File: config.mk
export PLATFORM = sky130hd
export DESIGN_NAME = tss_queue
export DESIGN_NICKNAME = d
export VERILOG_FILES = /design/src/rtl/tss_pkg.sv /design/src/rtl/tss_queue.sv
export SDC_FILE = /design/constraint.sdc
export NUM_CORES = 1
export LEC_CHECK = 0
export ABC_AREA = 0
export BUFFER_PORTS_ARGS = -buffer_cell sky130_fd_sc_hd__buf_4
export CORE_ASPECT_RATIO = 1.75
export CORE_MARGIN = 2
export CORE_UTILIZATION = 40
export DETAILED_ROUTE_END_ITERATION = 6
export SLEW_MARGIN = 40
export SYNTH_ARGS = -nofsm -noshare
export SYNTH_HDL_FRONTEND = slang
export SYNTH_SLANG_ARGS = --single-unit
File: constraint.sdc
create_clock -name clk -period 9.8 [get_ports clk]
set_input_delay 0.49 -clock clk [delete_from_list [all_inputs] [get_ports clk]]
set_output_delay 0.49 -clock clk [all_outputs]
set_load 0.005 [all_outputs]
File: src/rtl/tss_pkg.sv
// Package of shared types and constants for the triangle span generator.
package tss_pkg;

  // Width of every coordinate field.
  localparam int COORD_BITS = 12;
  // Width of the magnitude of an edge product, which is also the divider word.
  localparam int NUM_BITS = 2 * COORD_BITS;
  // Number of entries in the queue between front and back.
  localparam int QUEUE_DEPTH = 4;

  typedef struct packed {
    logic signed [COORD_BITS-1:0] vertex_a_x;
    logic signed [COORD_BITS-1:0] vertex_a_y;
    logic signed [COORD_BITS-1:0] vertex_b_x;
    logic signed [COORD_BITS-1:0] vertex_b_y;
    logic signed [COORD_BITS-1:0] vertex_c_x;
    logic signed [COORD_BITS-1:0] vertex_c_y;
    logic signed [COORD_BITS-1:0] row;
    logic [7:0]                   colour_red;
    logic [7:0]                   colour_green;
    logic [7:0]                   colour_blue;
  } tss_in_t;

  typedef struct packed {
    logic signed [COORD_BITS-1:0] span_start_x;
    logic signed [COORD_BITS-1:0] span_end_x;
    logic                         upper_half;
    logic [7:0]                   red_out;
    logic [7:0]                   green_out;
    logic [7:0]                   blue_out;
    logic                         last_span;
  } tss_out_t;

  // One classified row query: which halves give a span, the edge products
  // (sign and magnitude) and the divisors for the lower, upper and long edges.
  typedef struct packed {
    logic                         lo_en;
    logic                         up_en;
    logic                         neg_lo;
    logic                         neg_up;
    logic                         neg_long;
    logic [NUM_BITS-1:0]          w_lo;
    logic [NUM_BITS-1:0]          w_up;
    logic [NUM_BITS-1:0]          w_long;
    logic [COORD_BITS-1:0]        den_lo;
    logic [COORD_BITS-1:0]        den_up;
    logic [COORD_BITS-1:0]        den_long;
    logic signed [COORD_BITS-1:0] bot_x;
    logic signed [COORD_BITS-1:0] mid_x;
    logic [7:0]                   red;
    logic [7:0]                   green;
    logic [7:0]                   blue;
  } tss_job_t;

endpackage

File: src/rtl/tss_queue.sv
// Short queue of classified jobs between the front and back ends.
module tss_queue (
  input  logic              clk,
  input  logic              rst,
  input  logic              push_valid,
  output logic              push_ready,
  input  tss_pkg::tss_job_t push_job,
  output logic              pop_valid,
  input  logic              pop_ready,
  output tss_pkg::tss_job_t pop_job
);

  localparam int DEPTH = tss_pkg::QUEUE_DEPTH;
  localparam int AW    = $clog2(DEPTH);

  tss_pkg::tss_job_t entry [DEPTH];
  logic [AW-1:0]     wr_ptr, rd_ptr;
  logic [AW:0]       count;
  logic              push, pop;

  assign push_ready = (count != DEPTH[AW:0]);
  assign pop_valid  = (count != '0);
  assign push       = push_valid && push_ready;
  assign pop        = pop_valid && pop_ready;
  assign pop_job    = entry[rd_ptr];

  // Pointers and fill count.
  always_ff @(posedge clk) begin
    if (rst) begin
      wr_ptr <= '0;
      rd_ptr <= '0;
      count  <= '0;
    end else begin
      if (push) begin
        wr_ptr <= wr_ptr + 1'b1;
      end
      if (pop) begin
        rd_ptr <= rd_ptr + 1'b1;
      end
      if (push && !pop) begin
        count <= count + 1'b1;
      end else if (pop && !push) begin
        count <= count - 1'b1;
      end
    end
  end

  // Entry storage.
  always_ff @(posedge clk) begin
    if (push) begin
      entry[wr_ptr] <= push_job;
    end
  end

endmodule

# [After elaboration in Yosys (flattened, before gate mapping)]
# Memory sizes are Yosys's and may differ from the RTL's. A register that Yosys moved wholly into a read port is not among the register bits.
# Index checks and enable logic that the tools add are counted.
[op_classes] add_sub_neg=4 n_eq_ne=1 mux=6 n_reduce_logical=8
[ops] op="$mux W3" count=2
[ops] op="$add A2 B1 Y2 const B" count=2
[ops] op="$logic_and A1 B1 Y1" count=4
[ops] op="$mux W2" count=2
[ops] op="$add A3 B1 Y3 const B" count=1
[ops] op="$ne A3 B3 Y1 const B" count=1
[ops] op="$reduce_bool A3 Y1" count=1
[ops] op="$sub A3 B1 Y3 const B" count=1
[ops] op="$logic_not A1 Y1" count=2
[ops] op="$mux W1" count=2
[ops] op="$reduce_bool A2 Y1" count=1
[totals] regBits=7 ram_bits=644 inputBits=165 out_inout_bits=163 elab_cells=23 memories=1
[memory_table] memory="entry" words=4 width=161 read_ports=1 rd_ports_with_merged_regs=1 write_ports=1 line_no="tss_queue.sv:16" source="tss_pkg::tss_job_t entry [DEPTH];"

# [Longest topological paths before layout]
[logic_depth] word_depth=6 depth_mapped=8 ltp_nobuf=8

# [Worst setup path after synthesis]
# Ideal clock, no wire load.
[synth_path] path_kind="register to register" startpoint="reg count[0]" endpoint="mem entry[0][0] (netlist name), enable pin" arrival_time_ps=4486 required_ps=9260 slack_ps=4773 stages_incl_launch_ff=4 n_path_buf=0 cell_sequence="dfxtp_1 -> nor2_1 -> a21boi_2 -> and2_1"
[synth_between] elab_chain_len=4
[synth_lines] item="start, declared" line_no="tss_queue.sv:18" source="logic [AW:0] count;"
[synth_lines] item="start signal, assigned" line_no="tss_queue.sv:41" source="count <= count + 1'b1;"
[synth_lines] item="start signal, assigned" line_no="tss_queue.sv:43" source="count <= count - 1'b1;"
[synth_lines] item="$ne A3 B3 Y1" line_no="tss_queue.sv:21" source="assign push_ready = (count != DEPTH[AW:0]);"
[synth_lines] item="$logic_and A1 B1 Y1" line_no="tss_queue.sv:23" source="assign push = push_valid && push_ready;"
[synth_lines] item="via push" line_no="tss_queue.sv:19" source="logic push, pop;"
[synth_lines] item="$mux W1" line_no="tss_queue.sv:50" source="if (push) begin"
[synth_lines] item="$mux W1 (implied by the code)" line_no="tss_queue.sv:51" source="entry[wr_ptr] <= push_job;"
[synth_lines] item="end, declared" line_no="tss_queue.sv:16"
# The timed path passes the listed nets, and every way through them passes these cells.

==> results.sh <==
export IMPL_antenna_left=0
export IMPL_reg2reg_depth=4
export IMPL_wl_um=48520
export IMPL_drv_cap=0
export IMPL_grt_max_degree=65
export IMPL_die_h_um=325.8
export IMPL_crit_required_ns=9.31
export IMPL_slew_headroom=0.4646
export IMPL_grt_pass1_wl_um=72150
export IMPL_port_buffers=327
export IMPL_ys_types=22
export IMPL_rows=118
export IMPL_holdBufCountCts=0
export IMPL_tns_ns=0
export IMPL_p_leak_nw=9.557
export IMPL_rr_endpoint="entry[3][10]"
export IMPL_p_int_mw=5.613
export IMPL_p_per_area_nw_per_um2=257.9
export IMPL_crit_path_end_kind="output pin"
export IMPL_post_cts_resized=0
export IMPL_place_hpwl_um=29920
export IMPL_syn_num_nets=1060
export IMPL_postCtsSetupBuffers=0
export IMPL_setup_viol=0
export IMPL_worst_slack_ns=6.154
export IMPL_place_ws_ns=6.654
export IMPL_grt_busiest_layer="met2"
export IMPL_fmax_ghz=0.2743
export IMPL_drt_pass1_iterations=4
export IMPL_syn_avg_cell_area_um2=26.63
export IMPL_switching_power_mw=1.857
export IMPL_synth_seq_area_share=0.8246
export IMPL_hold_viol=0
export IMPL_status="complete, no violations"
export IMPL_num_vias=10530
export IMPL_arrival_ns=3.16
export IMPL_clock_sinks=653
export IMPL_die_area_um2=61210
export IMPL_die_w_um=187.9
export IMPL_wire_per_inst_um=23.29
export IMPL_min_delay_start="push_job[0]"
export IMPL_min_period_over_period=0.3721
export IMPL_ys_seq_elements=653
export IMPL_cts_buffers=58
export IMPL_gp_congestion=0.6912
export IMPL_grt_pass1_vias=11310
export IMPL_reg2reg_from="count[0]"
export IMPL_worstMarginPinSlew_ns=0.8031
export IMPL_syn_area_um2=23670
export IMPL_whs_ns=0.06794
export IMPL_rsz0062_at_grt="no"
export IMPL_cts_root_buf="clkbuf_16"
export IMPL_nNetsFinal=1428
export IMPL_grt_overflow=0
export IMPL_start_kind="register"
export IMPL_layout_drive_gt1_share=0.4589
export IMPL_skew_ns=0.01767
export IMPL_clock_path_buffers=3
export IMPL_met2_usage=0.2747
export IMPL_whs_path_depth=1
export IMPL_routed_via_density=5.057
export IMPL_r2r_setup_slack_ns=7.02
export IMPL_power_share_clock=0.299
export IMPL_final_cell_mix="edfxtp_1 (644), buf_4 (331), mux4_2 (161)"
export IMPL_start_util=0.4018
export IMPL_synthCells=889
export IMPL_power_frac_comb=0.235
export IMPL_drtIter0Drc=605
export IMPL_gr_usage_met3=0.05128
export IMPL_path_max_fanout=34
export IMPL_drc=0
export IMPL_cts_max_level=2
export IMPL_use_met1=0.1909
export IMPL_core_area_um2=58910
export IMPL_p_sw_frac=0.2486
export IMPL_n_antenna_cell=0
export IMPL_hold_path_class="input port to register"
export IMPL_clk_pin_slew_worst_paths_ns=0.06
export IMPL_seq_power_share=0.467
export IMPL_track_usage=0.1591
export IMPL_fin_crit_ns=3.646
export IMPL_yosysTopAreaCell="edfxtp_1"
export IMPL_worst_setup_path_type="register to output pin"
export IMPL_cts_tree="yes"
export IMPL_ioPinCount=328
export IMPL_synth_area_leaders="edfxtp_1 (82%), mux4_2 (15%), dfxtp_1 (0.76%)"
export IMPL_clk_latency_ns=0.62
export IMPL_drv_slew=0
export IMPL_whs_endpoint="entry[3][0]"
export IMPL_layout_commonest_cell="edfxtp_1"
export IMPL_yosys_warnings=0
export IMPL_peakVddDrop_mv=0.1569
export IMPL_antenna_found_initial=6
export IMPL_yosysTopAreaCellShare=0.8170
export IMPL_syn2layout_area_growth_pct=22.35
power groups by stage:
stage	Sequential, mW	Combinational [mW]	Clock (mW)
5_1_grt	3.51	1.89	2.39
4_1_cts	3.49	1.82	2.30
3_5_place_dp	3.55	1.81	0
2_1_floorplan	3.53	0.981	0
6_report	3.49	1.75	2.23
3_3_place_gp	3.58	1.74	0
layout make-up:
type / count / area (µm²)
Sequential cell: 653 / 19530
Tap cell: 780 / 975.9
Clock buffer: 68 / 1510
Clock inverter: 38 / 345.3
Inverter: 3 / 11.26
Timing Repair Buffer: 345 / 2686
Multi-Input combinational cell: 196 / 3906
Fill cell: 4714 / 29950
through the flow:
stage,power [mW],utilization,instances,cell area [µm²]
global placement,5.322,0.4579,1972,26970
global route,7.802,0.4916,2083,28960
detailed placement,5.366,0.4600,1977,27100
floorplan,4.516,-,889,23670
CTS,7.616,0.4915,2083,28950
finish,7.470,0.4916,2083,28960
worst max-delay path by stage:
| stage | start | end | cells past startpoint |
|---|---|---|---|
| finish | register | pop_job[9] | 5 |
| CTS | register | pop_job[9] | 5 |
| global placement | register | pop_job[80] | 3 |
| detailed placement | register | pop_job[51] | 5 |
| global route | register | pop_job[9] | 5 |
| floorplan | count[0] | entry[0][0] | 3 |
Yosys cell counts:
library cell  instances
mux2_2                1
a21boi_2              1
buf_6                11
a21oi_1               1
mux2i_1               2
xor2_1                4
mux4_2              161
or3_1                 2
clkbuf_1              8
fa_1                  1
buf_2                18
inv_1                 3
o21ai_0               1
edfxtp_1            644
nand2b_1              2
o311ai_0              1
nor2_1                8
and2_1                4
nand2_1               1
ha_1                  5
dfxtp_1               9
o31ai_1               1
registers in the layout (all words and copies together) (netlist names), named ones only:
signal  count
wr_ptr      2
entry     644
count       3
rd_ptr      2
worst max-delay path: stages, from the launching register on:
cell,delay [ns]
dfxtp_4,0.59
buf_12,0.24
buf_12,0.22
buf_4,0.61
mux4_2,0.65
buf_4,0.16
logic make-up (layout without fill, tap and decap cells):
group,Yosys count,in the layout,synth area share
buf+inv,40,454,0.01078
fa+ha+maj,6,6,0.003489
simple gates,17,17,0.003541
flops,653,653,0.8246
xor+xnor,4,4,0.001480
mux,164,164,0.1545
compound gates,5,5,0.001586
metal layers:
layer	share of wire	vias up
li1	-	4574
met1	0.38	5556
met3	0.077	75
met5	0.0016	-
met4	0.021	12
met2	0.52	316
No activity file was read; power rests on OpenSTA's default activity.
