## src/rtl/tss_pkg.sv

```systemverilog
// Package of shared types and constants for the triangle span generator.
package tss_pkg;

  // Width of every coordinate field.
  localparam int COORD_BITS = 12;
  // Width of the magnitude of an edge product, which is also the divider word.
  localparam int NUM_BITS = 2 * COORD_BITS;
  // Number of entries in the queue between front and back.
  localparam int QUEUE_DEPTH = 4;

  typedef struct packed {
    logic signed [COORD_BITS-1:0] vertex_a_x;
    logic signed [COORD_BITS-1:0] vertex_a_y;
    logic signed [COORD_BITS-1:0] vertex_b_x;
    logic signed [COORD_BITS-1:0] vertex_b_y;
    logic signed [COORD_BITS-1:0] vertex_c_x;
    logic signed [COORD_BITS-1:0] vertex_c_y;
    logic signed [COORD_BITS-1:0] row;
    logic [7:0]                   colour_red;
    logic [7:0]                   colour_green;
    logic [7:0]                   colour_blue;
  } tss_in_t;

  typedef struct packed {
    logic signed [COORD_BITS-1:0] span_start_x;
    logic signed [COORD_BITS-1:0] span_end_x;
    logic                         upper_half;
    logic [7:0]                   red_out;
    logic [7:0]                   green_out;
    logic [7:0]                   blue_out;
    logic                         last_span;
  } tss_out_t;

  // One classified row query: which halves give a span, the edge products
  // (sign and magnitude) and the divisors for the lower, upper and long edges.
  typedef struct packed {
    logic                         lo_en;
    logic                         up_en;
    logic                         neg_lo;
    logic                         neg_up;
    logic                         neg_long;
    logic [NUM_BITS-1:0]          w_lo;
    logic [NUM_BITS-1:0]          w_up;
    logic [NUM_BITS-1:0]          w_long;
    logic [COORD_BITS-1:0]        den_lo;
    logic [COORD_BITS-1:0]        den_up;
    logic [COORD_BITS-1:0]        den_long;
    logic signed [COORD_BITS-1:0] bot_x;
    logic signed [COORD_BITS-1:0] mid_x;
    logic [7:0]                   red;
    logic [7:0]                   green;
    logic [7:0]                   blue;
  } tss_job_t;

endpackage

```

## src/rtl/tss_back.sv

```systemverilog
// Back end: pipelined edge dividers and the span output register.
module tss_back (
  input  logic              clk,
  input  logic              rst,
  input  logic              job_valid,
  output logic              job_ready,
  input  tss_pkg::tss_job_t job,
  output logic              out_valid,
  input  logic              out_ready,
  output tss_pkg::tss_out_t out_data
);

  localparam int CB = tss_pkg::COORD_BITS;
  localparam int NW = tss_pkg::NUM_BITS;

  // One restoring division step: shifts in a dividend bit, shifts a quotient bit in at the low end.
  function automatic logic [NW-1:0] div_step(input logic [NW-1:0] w,
                                             input logic [CB-1:0] d);
    logic [CB:0] t;
    logic [CB:0] s;
    logic        q;
    t = w[NW-1:CB-1];
    q = (t >= {1'b0, d});
    s = q ? (t - {1'b0, d}) : t;
    div_step = {s[CB-1:0], w[CB-2:0], q};
  endfunction

  // Edge x from its base, the sign of the product and the quotient magnitude.
  function automatic logic signed [CB-1:0] edge_x(input logic signed [CB-1:0] base,
                                                  input logic neg,
                                                  input logic [CB-1:0] q);
    logic signed [CB:0] e;
    logic signed [CB:0] sum;
    e   = {base[CB-1], base};
    sum = neg ? (e - {1'b0, q}) : (e + {1'b0, q});
    edge_x = sum[CB-1:0];
  endfunction

  tss_pkg::tss_job_t pipe [CB+1];
  tss_pkg::tss_job_t pipe_next [CB+1];
  logic [CB:0]       pv;
  logic              adv, load, two, finish, lo_done;
  tss_pkg::tss_job_t hd;
  tss_pkg::tss_out_t span_next;

  assign hd     = pipe[CB];
  assign two    = hd.lo_en && hd.up_en;
  assign load   = pv[CB] && (!out_valid || out_ready);
  assign finish = load && (!two || lo_done);
  assign adv    = !pv[CB] || finish;
  assign job_ready = adv;

  // Next contents of each divider stage: a quotient bit for each of the lower, upper and long edges.
  always_comb begin
    pipe_next[0] = job;
    for (int k = 1; k <= CB; k++) begin
      pipe_next[k]        = pipe[k-1];
      pipe_next[k].w_lo   = div_step(pipe[k-1].w_lo,   pipe[k-1].den_lo);
      pipe_next[k].w_up   = div_step(pipe[k-1].w_up,   pipe[k-1].den_up);
      pipe_next[k].w_long = div_step(pipe[k-1].w_long, pipe[k-1].den_long);
    end
  end

  // Divider pipeline: a quotient bit per stage, the lower, upper and long edges side by side.
  always_ff @(posedge clk) begin
    if (rst) begin
      pv <= '0;
    end else if (adv) begin
      pv <= {pv[CB-1:0], job_valid};
    end
    if (adv) begin
      for (int k = 0; k <= CB; k++) begin
        pipe[k] <= pipe_next[k];
      end
    end
  end

  // Span selection: the lower span goes first when a row gives both.
  always_comb begin
    span_next.span_end_x = edge_x(hd.bot_x, hd.neg_long, hd.w_long[CB-1:0]);
    if (hd.lo_en && !lo_done) begin
      span_next.span_start_x = edge_x(hd.bot_x, hd.neg_lo, hd.w_lo[CB-1:0]);
      span_next.upper_half   = 1'b0;
    end else begin
      span_next.span_start_x = edge_x(hd.mid_x, hd.neg_up, hd.w_up[CB-1:0]);
      span_next.upper_half   = 1'b1;
    end
    span_next.red_out   = hd.red;
    span_next.green_out = hd.green;
    span_next.blue_out  = hd.blue;
    span_next.last_span = !two || lo_done;
  end

  // Output register and the flag that remembers a lower span already sent.
  always_ff @(posedge clk) begin
    if (rst) begin
      out_valid <= 1'b0;
      lo_done   <= 1'b0;
    end else begin
      if (load) begin
        out_valid <= 1'b1;
        lo_done   <= two && !lo_done;
      end else if (out_ready) begin
        out_valid <= 1'b0;
      end
    end
    if (load) begin
      out_data <= span_next;
    end
  end

endmodule

```

## config.mk

```make
export PLATFORM = sky130hd
export DESIGN_NAME = tss_back
export DESIGN_NICKNAME = d
export VERILOG_FILES = /design/src/rtl/tss_pkg.sv /design/src/rtl/tss_back.sv
export SDC_FILE = /design/constraint.sdc
export NUM_CORES = 2
export LEC_CHECK = 0
export BUFFER_PORTS_ARGS = -buffer_cell sky130_fd_sc_hd__buf_2
export CAP_MARGIN = 10
export CORE_MARGIN = 5
export CORE_UTILIZATION = 55
export DETAILED_ROUTE_END_ITERATION = 10
export PLACE_DENSITY = 0.71
export SLEW_MARGIN = 20
export SYNTH_ARGS = -nofsm -noshare
export SYNTH_HDL_FRONTEND = slang
export SYNTH_SLANG_ARGS = --single-unit
```

## constraint.sdc

```tcl
create_clock -name clk -period 109.9 [get_ports clk]
set_input_delay 16.485 -clock clk [delete_from_list [all_inputs] [get_ports clk]]
set_output_delay 16.485 -clock clk [all_outputs]
set_load 0.03 [all_outputs]
```

### Word-level counts from Yosys, hierarchy flattened

Memories as Yosys holds them, arrays and structs flattened.
Cells that the tools add are included.

| word-level totals | value |
|---|---|
| register bits after elaboration | 65 |
| RAM bits | 2,093 |
| input port bits | 165 |
| output and inout port bits | 52 |
| word-level logic and storage cells | 147 |
| memories | 1 |

Memory list:

| name | depth | width | read ports | clocked after Yosys merged registers in | wr ports | line | text |
|---|---|---|---|---|---|---|---|
| pipe | 13 | 161 | 13 | 0 | 13 | tss_back.sv:39 | `tss_pkg::tss_job_t pipe [CB+1];` |

| cells by class | value |
|---|---|
| add/sub/neg operators | 42 |
| magnitude comparators | 36 |
| mux-type cells | 45 |
| reductions and logical operators | 13 |

Operators with widths:

| kind | number |
|---|---|
| $mux 12 | 40 |
| $ge 13x12->1 | 36 |
| $sub 12x12->12 | 39 |
| $add 12x12->12 | 3 |
| $logic_and 1x1->1 | 5 |
| $mux 1 | 5 |
| $logic_not 1->1 | 4 |
| $logic_or 1x1->1 | 3 |
| $reduce_bool 2->1 | 1 |

### Logic depth before layout (Yosys ltp)

| depth | value |
|---|---|
| depth in word-level cells | 7 |
| depth in mapped cells | 14 |
| gate-level depth less buffers | 14 |

### Worst setup path before layout

Ideal clock, no wire load.

| path | value |
|---|---|
| path type | input -> output |
| from | input port out_ready |
| to | output port job_ready |
| data arrival time | 71.755 ns |
| required time | 93.415 ns |
| path slack | 21.660 ns |
| stages | 4 |
| path buffers | 2 |
| cell sequence | nand2b_1 a21o_1 clkbuf_1 clkbuf_1 |

| between the ends | value |
|---|---|
| cells in the longest elaborated chain, start to end | 4 |

Ends and longest elaborated chain:

| item | line | text |
|---|---|---|
| start: declaration | tss_back.sv:9 | `input logic out_ready,` |
| $logic_or 1x1->1 | tss_back.sv:48 | `assign load = pv[CB] && (!out_valid \|\| out_ready);` |
| $logic_and 1x1->1 | tss_back.sv:48 |  |
| $logic_and 1x1->1 | tss_back.sv:49 | `assign finish = load && (!two \|\| lo_done);` |
| $logic_or 1x1->1 | tss_back.sv:50 | `assign adv = !pv[CB] \|\| finish;` |
| end: declaration | tss_back.sv:6 | `output logic job_ready,` |

No other way between the ends.

### Worst setup path in the final report

Ends and elaborated chain as after synthesis.

==> flow_summary.json <==
{
  "postSynthAreaPerCell_um2": 15.3,
  "grt-ovfl-total": 0,
  "crit_type": "in -> out",
  "maxCapViolCount": 0,
  "place.gp.congestion": 0.871,
  "min_path_type": "reg -> reg",
  "grt_pass1_vias": 48300,
  "drcViolationCount": 0,
  "grt_busiest_layer": "met2",
  "crit_path_end_kind": "primary output",
  "setup_slack_ns": 75.82,
  "status": "finished, final reports clean",
  "synth_edf_count": 2071,
  "async_reset_ff_share_pct": 0,
  "post-cts-setup-buffers": 0,
  "fmax_ghz": 0.0293,
  "nFillCells": 11800,
  "antenna_found_initial": 0,
  "track_usage_pct": 17.1,
  "totalWireLength_um": 149000,
  "cts_hold_buf": 0,
  "grt_max_degree": 204,
  "synth_compound_area_share_pct": 8.06,
  "synthSimpleGateAreaFrac_pct": 5.35,
  "synth-xor-area-share_pct": 2.75,
  "arrival_ns": 17.60,
  "yosysTopAreaCell": "edfxtp_1",
  "fp-row-count": 149,
  "syn_inst": 5918,
  "start_kind": "input port",
  "cts_sinks": 2086,
  "fin_setup_tns_ns": 0,
  "via_count": 47300,
  "cp_max_fo": 34,
  "drive_gt1_share_pct": 15.2,
  "gr-usage-met3_pct": 2.98,
  "dieArea_mm2": 0.173,
  "synth_nets": 6587,
  "syn_area_mm2": 0.0908,
  "whs_ns": 0.357,
  "avgRoutedWirePerCell_um": 17.1,
  "numPortBuffers": 216,
  "grt_use_met2_pct": 30.5,
  "h-tree-depth": 4,
  "vdd_drop_max_mv": 0.0272,
  "hold_viol_final": 0,
  "fin_nets": 6994,
  "rr_worst_depth": 10,
  "dp_worst_setup_slack_ns": 75.76,
  "io_pins": 217,
  "p_per_area_mw_per_mm2": 26.5,
  "min_period_ns": 34.08,
  "path_clk_slew_ns": 0.06,
  "clock_latency_ns": 0.87,
  "postLayoutCoreUtil_pct": 61.7,
  "grt_pass1_wl_um": 244000,
  "ant_nets": 0,
  "setup_violations": 0,
  "fin_skew_ns": 0.0647,
  "synth.distinct_cells": 67,
  "chipHeight_um": 416,
  "yosysWarningCount": 0,
  "slew-limit-headroom_pct": 25.1,
  "synth_mux_area_share_pct": 5.17,
  "die_w_um": 416,
  "initialDrtViolationCount": 2619,
  "hpwl_um": 99700,
  "rsz0062_at_grt": "false",
  "synth_area_leaders": "edfxtp_1 (68%), ha_1 (6.4%), mux2_2 (4.0%), inv_1 (2.3%), xnor2_1 (2.2%)",
  "synthAdderAreaFrac_pct": 7.24,
  "vias_per_cell": 5.44,
  "area_growth_pct": 11.9,
  "synth_top_family_by_area": "compound AO/OA/AOI/OAI gates",
  "required_ns": 93.42,
  "core-area_mm2": 0.165,
  "synth-seq-cells": 2086,
  "synth_seq_area_share_pct": 68.8,
  "slew_violations": 0,
  "firstDrtPassIters": 8,
  "clockBufferDepth": 3,
  "synth_top_area_share_pct": 68.5,
  "cts_buffers": 206,
  "cts.repair.resized": 0,
  "cts_tree": "done",
  "antenna_cells": 0,
  "start_util_pct": 55.2,
  "met1_usage_pct": 21.1,
  "holdPathStages": 0,
  "p_leak_nw": 40.2,
  "worstMarginPinSlew_ns": 1.12,
  "root_buffer": "clkbuf_16",
  "ys.flop_type": "edfxtp_1",
  "min_period_over_period_pct": 31.0
}
placed cells by master, fill, tap and decap left out, drive strengths merged, types with 25 or more instances in the layout:
master	instances
o21a	134
nor2b	92
and2	25
nand2b	33
nand3	118
a211oi	31
a21oi	264
or2	32
and3	43
clkinv	106
xnor2	225
a31oi	25
fa	36
buf	262
clkbuf	232
nor4	33
o21ai	217
o31a	51
nand2	58
a21o	100
or3	27
edfxtp	2071
ha	468
xor2	60
mux2	330
nor2	306
nand4	28
nor3	89
inv	556
mux2i	98
a311oi	25
flip-flops by register name, indices dropped and copies added, names as in the netlist:
signal     flops
out_valid      1
lo_done        1
out_data      50
pv            13
pipe        2021
critical path, cell delays in order:
cell	delay [ns]
buf_2	0.07
nand2b_1	0.16
a21o_4	0.48
buf_2	0.36
cells by family (layout without fill, tap and decap cells):
| kind of cell | Yosys count | after routing |
|---|---|---|
| flops | 2086 | 2086 |
| compound gates | 1069 | 1069 |
| simple gates | 933 | 933 |
| buf+inv | 613 | 1190 |
| fa+ha+maj | 504 | 504 |
| mux | 428 | 428 |
| xor+xnor | 285 | 285 |
routing by layer:
layer  up-vias  part of all wire [%]
met2       797                    51
met5         -                     0
met4         0                   2.9
li1      23400                     -
met3       289                   3.7
met1     22800                    42
Yosys cell counts, drive strengths merged, types with 33 or more instances:
master,number
o21ai,217
and3,43
mux2i,98
ha,468
nand2b,33
inv,550
o31a,51
mux2,330
nand2,58
nand3,118
xor2,60
nor4,33
a21o,100
edfxtp,2071
nor2,306
xnor2,225
nor2b,92
fa,36
nor3,89
buf,34
o21a,134
a21oi,264
metrics by stage:
stage	total power, mW	cell area, um^2	instances
after CTS	2.72	102000	8684
after detailed placement	2.00	94700	8306
final	2.69	102000	8684
after global routing	2.86	102000	8684
after global placement	1.97	94700	8306
after floorplan	1.81	90800	5918
path summary, 6_finish.rpt:
check	slack, ns	from	end
worst min register to register	0.36	pipe[1][620]	pipe[1][782]
worst min-delay path	0.36	pipe[1][620]	pipe[1][782]
worst max-delay path	75.82	out_ready	job_ready
worst max register to register	102.37	pipe[1][804]	pipe[0][543]
cell type report:
| type | count | area (um^2) | area share [%] |
|---|---|---|---|
| clock buffers | 232 | 5320 | 5.23 |
| clock inverters | 146 | 1610 | 1.58 |
| inverters | 550 | 2070 | 2.03 |
| multi-input cells | 3219 | 26000 | 25.5 |
| flip-flops and latches | 2086 | 62500 | 61.5 |
| well taps | 2189 | 2740 | 2.69 |
| repair buffers | 262 | 1460 | 1.44 |
power breakdown:
part           total [mW]  switching, mW  internal (mW)
registers            1.14         0.0686           1.07
clock network       0.701          0.297          0.404
logic               0.853          0.433          0.420
total                2.69          0.799           1.90
(Power assumes the default switching activity.)
