<file path="config.mk">
export PLATFORM = sky130hd
export DESIGN_NAME = tss_front
export DESIGN_NICKNAME = d
export VERILOG_FILES = /design/src/rtl/tss_pkg.sv /design/src/rtl/tss_front.sv
export SDC_FILE = /design/constraint.sdc
export NUM_CORES = 2
export LEC_CHECK = 0
export BUFFER_PORTS_ARGS = -buffer_cell sky130_fd_sc_hd__buf_2
export CORE_AREA = 2 2 245 247
export DETAILED_ROUTE_END_ITERATION = 7
export DIE_AREA = 0 0 247 249
export PLACE_DENSITY = 0.83
export SLEW_MARGIN = 20
export SYNTH_ARGS = -nofsm -noshare
export SYNTH_HDL_FRONTEND = slang
export SYNTH_SLANG_ARGS = --single-unit
</file>
<file path="constraint.sdc">
create_clock -name clk -period 12.25 [get_ports clk]
set_input_delay 0.6125 -clock clk [delete_from_list [all_inputs] [get_ports clk]]
set_output_delay 0.6125 -clock clk [all_outputs]
set_load 0.03 [all_outputs]
</file>
<file path="src/rtl/tss_pkg.sv">
// Package of shared types and constants for the triangle span generator.
package tss_pkg;

  // Width of every coordinate field.
  localparam int COORD_BITS = 12;
  // Width of the magnitude of an edge product, which is also the divider word.
  localparam int NUM_BITS = 2 * COORD_BITS;
  // Number of entries in the queue between front and back.
  localparam int QUEUE_DEPTH = 4;

  typedef struct packed {
    logic signed [COORD_BITS-1:0] vertex_a_x;
    logic signed [COORD_BITS-1:0] vertex_a_y;
    logic signed [COORD_BITS-1:0] vertex_b_x;
    logic signed [COORD_BITS-1:0] vertex_b_y;
    logic signed [COORD_BITS-1:0] vertex_c_x;
    logic signed [COORD_BITS-1:0] vertex_c_y;
    logic signed [COORD_BITS-1:0] row;
    logic [7:0]                   colour_red;
    logic [7:0]                   colour_green;
    logic [7:0]                   colour_blue;
  } tss_in_t;

  typedef struct packed {
    logic signed [COORD_BITS-1:0] span_start_x;
    logic signed [COORD_BITS-1:0] span_end_x;
    logic                         upper_half;
    logic [7:0]                   red_out;
    logic [7:0]                   green_out;
    logic [7:0]                   blue_out;
    logic                         last_span;
  } tss_out_t;

  // One classified row query: which halves give a span, the edge products
  // (sign and magnitude) and the divisors for the lower, upper and long edges.
  typedef struct packed {
    logic                         lo_en;
    logic                         up_en;
    logic                         neg_lo;
    logic                         neg_up;
    logic                         neg_long;
    logic [NUM_BITS-1:0]          w_lo;
    logic [NUM_BITS-1:0]          w_up;
    logic [NUM_BITS-1:0]          w_long;
    logic [COORD_BITS-1:0]        den_lo;
    logic [COORD_BITS-1:0]        den_up;
    logic [COORD_BITS-1:0]        den_long;
    logic signed [COORD_BITS-1:0] bot_x;
    logic signed [COORD_BITS-1:0] mid_x;
    logic [7:0]                   red;
    logic [7:0]                   green;
    logic [7:0]                   blue;
  } tss_job_t;

endpackage

</file>
<file path="src/rtl/tss_front.sv">
// Front end: accepts row queries, sorts the vertices, classifies and forms edge products.
module tss_front (
  input  logic              clk,
  input  logic              rst,
  input  logic              in_valid,
  output logic              in_ready,
  input  tss_pkg::tss_in_t  in_data,
  output logic              job_valid,
  input  logic              job_ready,
  output tss_pkg::tss_job_t job
);

  localparam int CB = tss_pkg::COORD_BITS;
  localparam int NW = tss_pkg::NUM_BITS;

  typedef struct packed {
    logic                 lo_en;
    logic                 up_en;
    logic signed [CB:0]   dx_lo;
    logic signed [CB:0]   dx_up;
    logic signed [CB:0]   dx_long;
    logic signed [CB:0]   dr_lo;
    logic signed [CB:0]   dr_up;
    logic [CB-1:0]        den_lo;
    logic [CB-1:0]        den_up;
    logic [CB-1:0]        den_long;
    logic signed [CB-1:0] bot_x;
    logic signed [CB-1:0] mid_x;
    logic [7:0]           red;
    logic [7:0]           green;
    logic [7:0]           blue;
  } sort_t;

  // Difference of two coordinates, one bit wider so it cannot overflow.
  function automatic logic signed [CB:0] diff(input logic signed [CB-1:0] a,
                                              input logic signed [CB-1:0] b);
    diff = {a[CB-1], a} - {b[CB-1], b};
  endfunction

  logic signed [CB-1:0] t1_x, t1_y, m1_x, m1_y;
  logic signed [CB-1:0] t2_x, t2_y, b2_x, b2_y;
  logic signed [CB-1:0] m3_x, m3_y, b3_x, b3_y;
  logic                 degen, keep;
  logic signed [CB:0]   den_lo_w, den_up_w, den_long_w;
  sort_t                sort_next;
  sort_t                srt;
  logic                 srt_valid;
  logic                 srt_ready;
  logic signed [2*CB+1:0] p_lo, p_up, p_long;
  logic signed [2*CB+1:0] a_lo, a_up, a_long;
  tss_pkg::tss_job_t    job_next;

  // Three compare-and-swap steps order the vertices top, middle, bottom.
  always_comb begin
    if (in_data.vertex_a_y < in_data.vertex_b_y) begin
      t1_x = in_data.vertex_b_x; t1_y = in_data.vertex_b_y;
      m1_x = in_data.vertex_a_x; m1_y = in_data.vertex_a_y;
    end else begin
      t1_x = in_data.vertex_a_x; t1_y = in_data.vertex_a_y;
      m1_x = in_data.vertex_b_x; m1_y = in_data.vertex_b_y;
    end
    if (t1_y < in_data.vertex_c_y) begin
      t2_x = in_data.vertex_c_x; t2_y = in_data.vertex_c_y;
      b2_x = t1_x;               b2_y = t1_y;
    end else begin
      t2_x = t1_x;               t2_y = t1_y;
      b2_x = in_data.vertex_c_x; b2_y = in_data.vertex_c_y;
    end
    if (m1_y < b2_y) begin
      m3_x = b2_x; m3_y = b2_y;
      b3_x = m1_x; b3_y = m1_y;
    end else begin
      m3_x = m1_x; m3_y = m1_y;
      b3_x = b2_x; b3_y = b2_y;
    end
  end

  // Classification: which halves hold the row, and the edge deltas.
  always_comb begin
    degen = (in_data.vertex_a_y == in_data.vertex_b_y &&
             in_data.vertex_b_y == in_data.vertex_c_y) ||
            (in_data.vertex_a_x == in_data.vertex_b_x &&
             in_data.vertex_b_x == in_data.vertex_c_x);
    den_lo_w   = diff(m3_y, b3_y);
    den_up_w   = diff(t2_y, m3_y);
    den_long_w = diff(t2_y, b3_y);
    sort_next.lo_en    = (m3_y > b3_y) && (in_data.row >= b3_y) && (in_data.row <= m3_y);
    sort_next.up_en    = (t2_y > m3_y) && (in_data.row >= m3_y) && (in_data.row <= t2_y);
    sort_next.dx_lo    = diff(m3_x, b3_x);
    sort_next.dx_up    = diff(t2_x, m3_x);
    sort_next.dx_long  = diff(t2_x, b3_x);
    sort_next.dr_lo    = diff(in_data.row, b3_y);
    sort_next.dr_up    = diff(in_data.row, m3_y);
    sort_next.den_lo   = den_lo_w[CB-1:0];
    sort_next.den_up   = den_up_w[CB-1:0];
    sort_next.den_long = den_long_w[CB-1:0];
    sort_next.bot_x    = b3_x;
    sort_next.mid_x    = m3_x;
    sort_next.red      = in_data.colour_red;
    sort_next.green    = in_data.colour_green;
    sort_next.blue     = in_data.colour_blue;
    keep = !degen && (sort_next.lo_en || sort_next.up_en);
  end

  // Handshake: each stage moves when the one after it has room.
  assign srt_ready = !job_valid || job_ready;
  assign in_ready  = !srt_valid || srt_ready;

  // Sort stage register; queries that give no span are dropped here.
  always_ff @(posedge clk) begin
    if (rst) begin
      srt_valid <= 1'b0;
    end else if (in_ready) begin
      srt_valid <= in_valid && keep;
    end
    if (in_ready) begin
      srt <= sort_next;
    end
  end

  // Edge products, split into sign and magnitude for the divider.
  always_comb begin
    p_lo   = srt.dx_lo * srt.dr_lo;
    p_up   = srt.dx_up * srt.dr_up;
    p_long = srt.dx_long * srt.dr_lo;
    a_lo   = p_lo[2*CB+1] ? -p_lo : p_lo;
    a_up   = p_up[2*CB+1] ? -p_up : p_up;
    a_long = p_long[2*CB+1] ? -p_long : p_long;
    job_next.lo_en    = srt.lo_en;
    job_next.up_en    = srt.up_en;
    job_next.neg_lo   = p_lo[2*CB+1];
    job_next.neg_up   = p_up[2*CB+1];
    job_next.neg_long = p_long[2*CB+1];
    job_next.w_lo     = a_lo[NW-1:0];
    job_next.w_up     = a_up[NW-1:0];
    job_next.w_long   = a_long[NW-1:0];
    job_next.den_lo   = srt.den_lo;
    job_next.den_up   = srt.den_up;
    job_next.den_long = srt.den_long;
    job_next.bot_x    = srt.bot_x;
    job_next.mid_x    = srt.mid_x;
    job_next.red      = srt.red;
    job_next.green    = srt.green;
    job_next.blue     = srt.blue;
  end

  // Product stage register feeding the queue.
  always_ff @(posedge clk) begin
    if (rst) begin
      job_valid <= 1'b0;
    end else if (srt_ready) begin
      job_valid <= srt_valid;
    end
    if (srt_ready) begin
      job <= job_next;
    end
  end

endmodule

</file>
* Yosys cells after proc, flatten, opt, wreduce, memory -nomap -nowiden *
Cells that the tools add are included.

word-level totals
  memory bits (writable) = 0
  latch bits = 0
  memories kept = 0
  memory bits (read-only) = 0
  register bits after elaboration = 314

cells by class
  order comparisons = 9
  multiplexer cells = 15
  shift-type cells = 0
  divide/modulo/power cells = 0
  add/subtract/negate cells = 11
  bitwise gates (word level) = 0
  multiply operators = 3
  equality and inequality tests = 4
  reductions and logical operators = 15

operator list
  kind                 number
  $mux W12             12
  $mul A13 B13 Y26     3
  $mux W24             3
  $neg A24 Y24         3
  $sub A12 B12 Y13     5
  $eq A12 B12 Y1       4
  $lt A12 B12 Y1       3
  $sub A12 B12 Y12     3
  $ge A12 B12 Y1       2
  $gt A12 B12 Y1       2
  $le A12 B12 Y1       2
  $logic_and A1 B1 Y1  8
  $logic_or A1 B1 Y1   4
  $logic_not A1 Y1     3

* Depth between registers and ports, before layout *
  word-level depth = 12
  gate-level depth with buffers = 48
  mapped depth without buffers = 42

* Least setup slack after synthesis *
Ideal clock, no wire load.

  path kind = input to register
  from = input port in_data[71] (netlist name)
  to = register srt[147] (netlist name), data pin
  data arrival time = 9.469 ns
  library setup time = 0.258 ns
  stages = 45
  buffers on the path = 7
  data required time = 11.992 ns
  slack = 2.524 ns
  cells stage by stage = inv_1 -> ha_1 -> nand4_2 -> nor2_2 -> o22a_2 -> o31a_1 -> buf_2 -> clkbuf_1 -> nand2_1 -> o21ai_1 -> ha_1 -> a21o_1 -> a21oi_1 -> o2111ai_1 -> o21bai_1 -> o41ai_4 -> nor2_1 -> clkbuf_1 -> [... 9 more ...] -> buf_2 -> nor2_1 -> a221oi_1 -> inv_1 -> ha_1 -> nor2b_1 -> o21ai_0 -> nand2b_1 -> and2_1 -> o21ai_0 -> nand2b_1 -> a21o_1 -> a21o_1 -> a21o_1 -> a21o_1 -> a21o_1 -> a21oi_1 -> xnor2_1

RTL lines
  what                  RTL line          source
  start, declared       tss_front.sv:7    input tss_pkg::tss_in_t in_data,
  end signal, assigned  tss_front.sv:117  srt <= sort_next;
  end, declared         tss_front.sv:46   sort_t srt;

==> impl_results.md <==
* CTS hold repair buffers at 0
* Detail Route Antenna Nets at 0
* DR pass1 iterations at 6
* Die Span Y at 249 um
* Total of cells resized after clock tree synthesis at 0
* Run status: complete, no violations
* Layout Nets at 4779
* Ys Warns at 0
* Vias per cell at 5.77
* Row count at 89
* Largest net degree at the start of global routing at 100
* Reg clk slew, reported paths at 0.06 ns
* Vias in the first global route at 27600
* Worst stage delay on the critical path at 0.68 ns
* Flops & latches, synth at 314
* First-pass GRT wire length at 144000 um
* CP startpoint kind: input port
* Final hold violations at 0
* Total Routed Length at 89800 um
* Ratio of cells with drive above 1 in the final layout at 10.7%
* Critical path's top delay family: compound AO/OA/AOI/OAI gates
* Synth async-reset ratio at 0%
* Final min period at 10.12 ns
* Mapped Nets at 4566
* # setup viols final at 0
* CTS Buf Count at 37
* Maxcap violations at 0
* Post-CTS setup buffers at 0
* CTS tree: built
* Max Root-Sink Buffers at 3
* Num ports at 275
* WP data arrival at 10.45 ns
* Gr ovfl total at 0
* Pins over their slew limit at 0
* Slew @ Worst Pin at 1.17 ns
* Port buffer count at 274
* Initial Util at 62.8%
* Estimated wirelength of the detail-placed design at 71300 um
* Chip width at 247 um
* GR Util All Layers at 29.9%
* Synth-to-layout area growth at 8.95%
* Die Area at 61500 sq um
* Ys flop type: edfxtp_1
* Buf/Inv on CP at 4
* Worst setup EP type: flop
* Tcrit/Tclk final at 82.6%
* Vias at 26900
* GPL Wtd Cong at 1.00
* Unrepaired setup endpoints after global routing: no
* WL/cell at 19.2 um
* FMAX at 98.8 MHz
* Htree depth at 2
* Hold Crit Class: in2reg
* Core area at 58700 sq um
* Syn_area_per_cell at 10.1 sq um
* Slew margin rel. at 21.0%
* First DRT Iteration DRCs at 2080
* EDFF count, synth at 312
* # DRC at 0
* Fin Setup TNS at 0 ns
* WP data required at 12.57 ns
* Critical Setup Path Class: in2reg
* Final core utilization at 68.5%
* Count of cell types in the netlist at 97
* Clock Skews at 0.0189 ns
* Seq/Total Area, Yosys at 25.5%
* Worst-skew pair later-pin latency at 0.58 ns
* Initial antenna violation count at 21
* Post-Syn Area at 36900 sq um
* CP max-delay cell: a31oi_4
* Post-Synthesis Cells at 3637
* Clk root buf: clkbuf_16
* Worst-path fanout max at 34
* Clock sinks at 314
==> stage by stage <==
stage	std cells	instance area, sq um	setup slack, ns	hold slack [ns]
floorplan	3637	36900	2.52	0.400
global placement	4584	38900	1.95	0.400
detailed placement	4584	38900	1.74	0.405
CTS	4648	40100	2.32	0.180
global route	4660	40200	1.31	0.191
finish	4666	40200	2.13	0.213
==> worst paths after layout <==
| path | start | to | slack, ns | depth (start not counted) |
|---|---|---|---|---|
| setup / recovery | in_data[71] | srt[147] | 2.13 | 41 |
| hold / removal | in_data[17] | job_next[17] | 0.21 | 1 |
| setup reg to reg | srt[126] | job[124] | 4.22 | 29 |
| hold reg to reg | job_next[55] | job[55] | 0.41 | 0 |
==> per-layer routing <==
metal	GRT usage [%]	up-vias	wire length [um]
li1	-	12300	-
met1	39.0	13200	34500
met2	48.8	1161	43000
met3	5.44	247	7850
met4	13.5	12	4290
met5	0	-	69
==> state kept, by name, indices dropped and copies added, names as in the netlist <==
register	flops
job	161
job_valid	1
job_next	86
srt_valid	1
srt	65
==> area by class of cell <==
class	count	area, sq um
inverter	621	2340
clock buffer	41	941
multi-input combinational	2581	24700
clock inverter	23	272
fill	4401	18500
timing repair buffer	295	1530
sequential	314	9410
tap	773	967
antenna	18	45.0
==> cells by family after synthesis <==
group,after synthesis,synth area share (%)
compound gates,447,8.19
xor+xnor,238,5.65
fa+ha+maj,829,38.1
buf+inv,742,7.67
flops,314,25.5
mux,40,1.16
simple gates,1027,13.7
==> synth_stat cells (all sizes together) (9+ instances only) <==
cell | count | share of area, %
a211oi | 10 | 0.20
a21boi | 10 | 0.20
a21o | 51 | 1.0
a21oi | 105 | 1.4
a221oi | 13 | 0.31
a31oi | 16 | 0.27
and2 | 201 | 3.4
and3 | 26 | 0.44
buf | 11 | 0.23
clkbuf | 110 | 1.1
edfxtp | 312 | 25
fa | 493 | 27
ha | 324 | 11
inv | 621 | 6.3
maj3 | 12 | 0.33
mux2 | 18 | 0.56
mux2i | 22 | 0.60
nand2 | 401 | 4.1
nand2b | 65 | 1.1
nand3 | 38 | 0.52
nand4 | 18 | 0.32
nor2 | 134 | 1.4
nor2b | 35 | 0.59
nor3 | 41 | 0.56
nor4 | 11 | 0.19
o211ai | 9 | 0.20
o21a | 12 | 0.24
o21ai | 110 | 1.5
o21bai | 19 | 0.39
o22a | 13 | 0.31
o31ai | 12 | 0.24
or2 | 11 | 0.19
or3 | 22 | 0.37
xnor2 | 162 | 3.8
xor2 | 76 | 1.8
==> cells in the final DEF (no fill, tap or decap), types with 11 or more instances in the layout <==
cell	n
a31oi_1	15
buf_2	274
clkbuf_16	37
a21oi_1	103
nor2_1	132
nor3_1	40
or3_1	22
inv_1	620
o22a_1	12
a21o_1	50
mux2_2	17
a221oi_1	13
nand3_1	38
o21bai_1	19
and3_1	26
o31ai_1	12
diode_2	18
edfxtp_1	312
mux2i_1	22
nand2_1	399
nand4_1	17
xnor2_1	162
buf_4	21
nor4_1	11
ha_1	324
and2_1	201
nor2b_1	35
o21ai_0	105
nand2b_1	65
o21a_1	12
xor2_1	76
fa_1	493
Power is not shown: default switching activity piles up to over one toggle a cycle in this logic, so the estimate is an artifact.
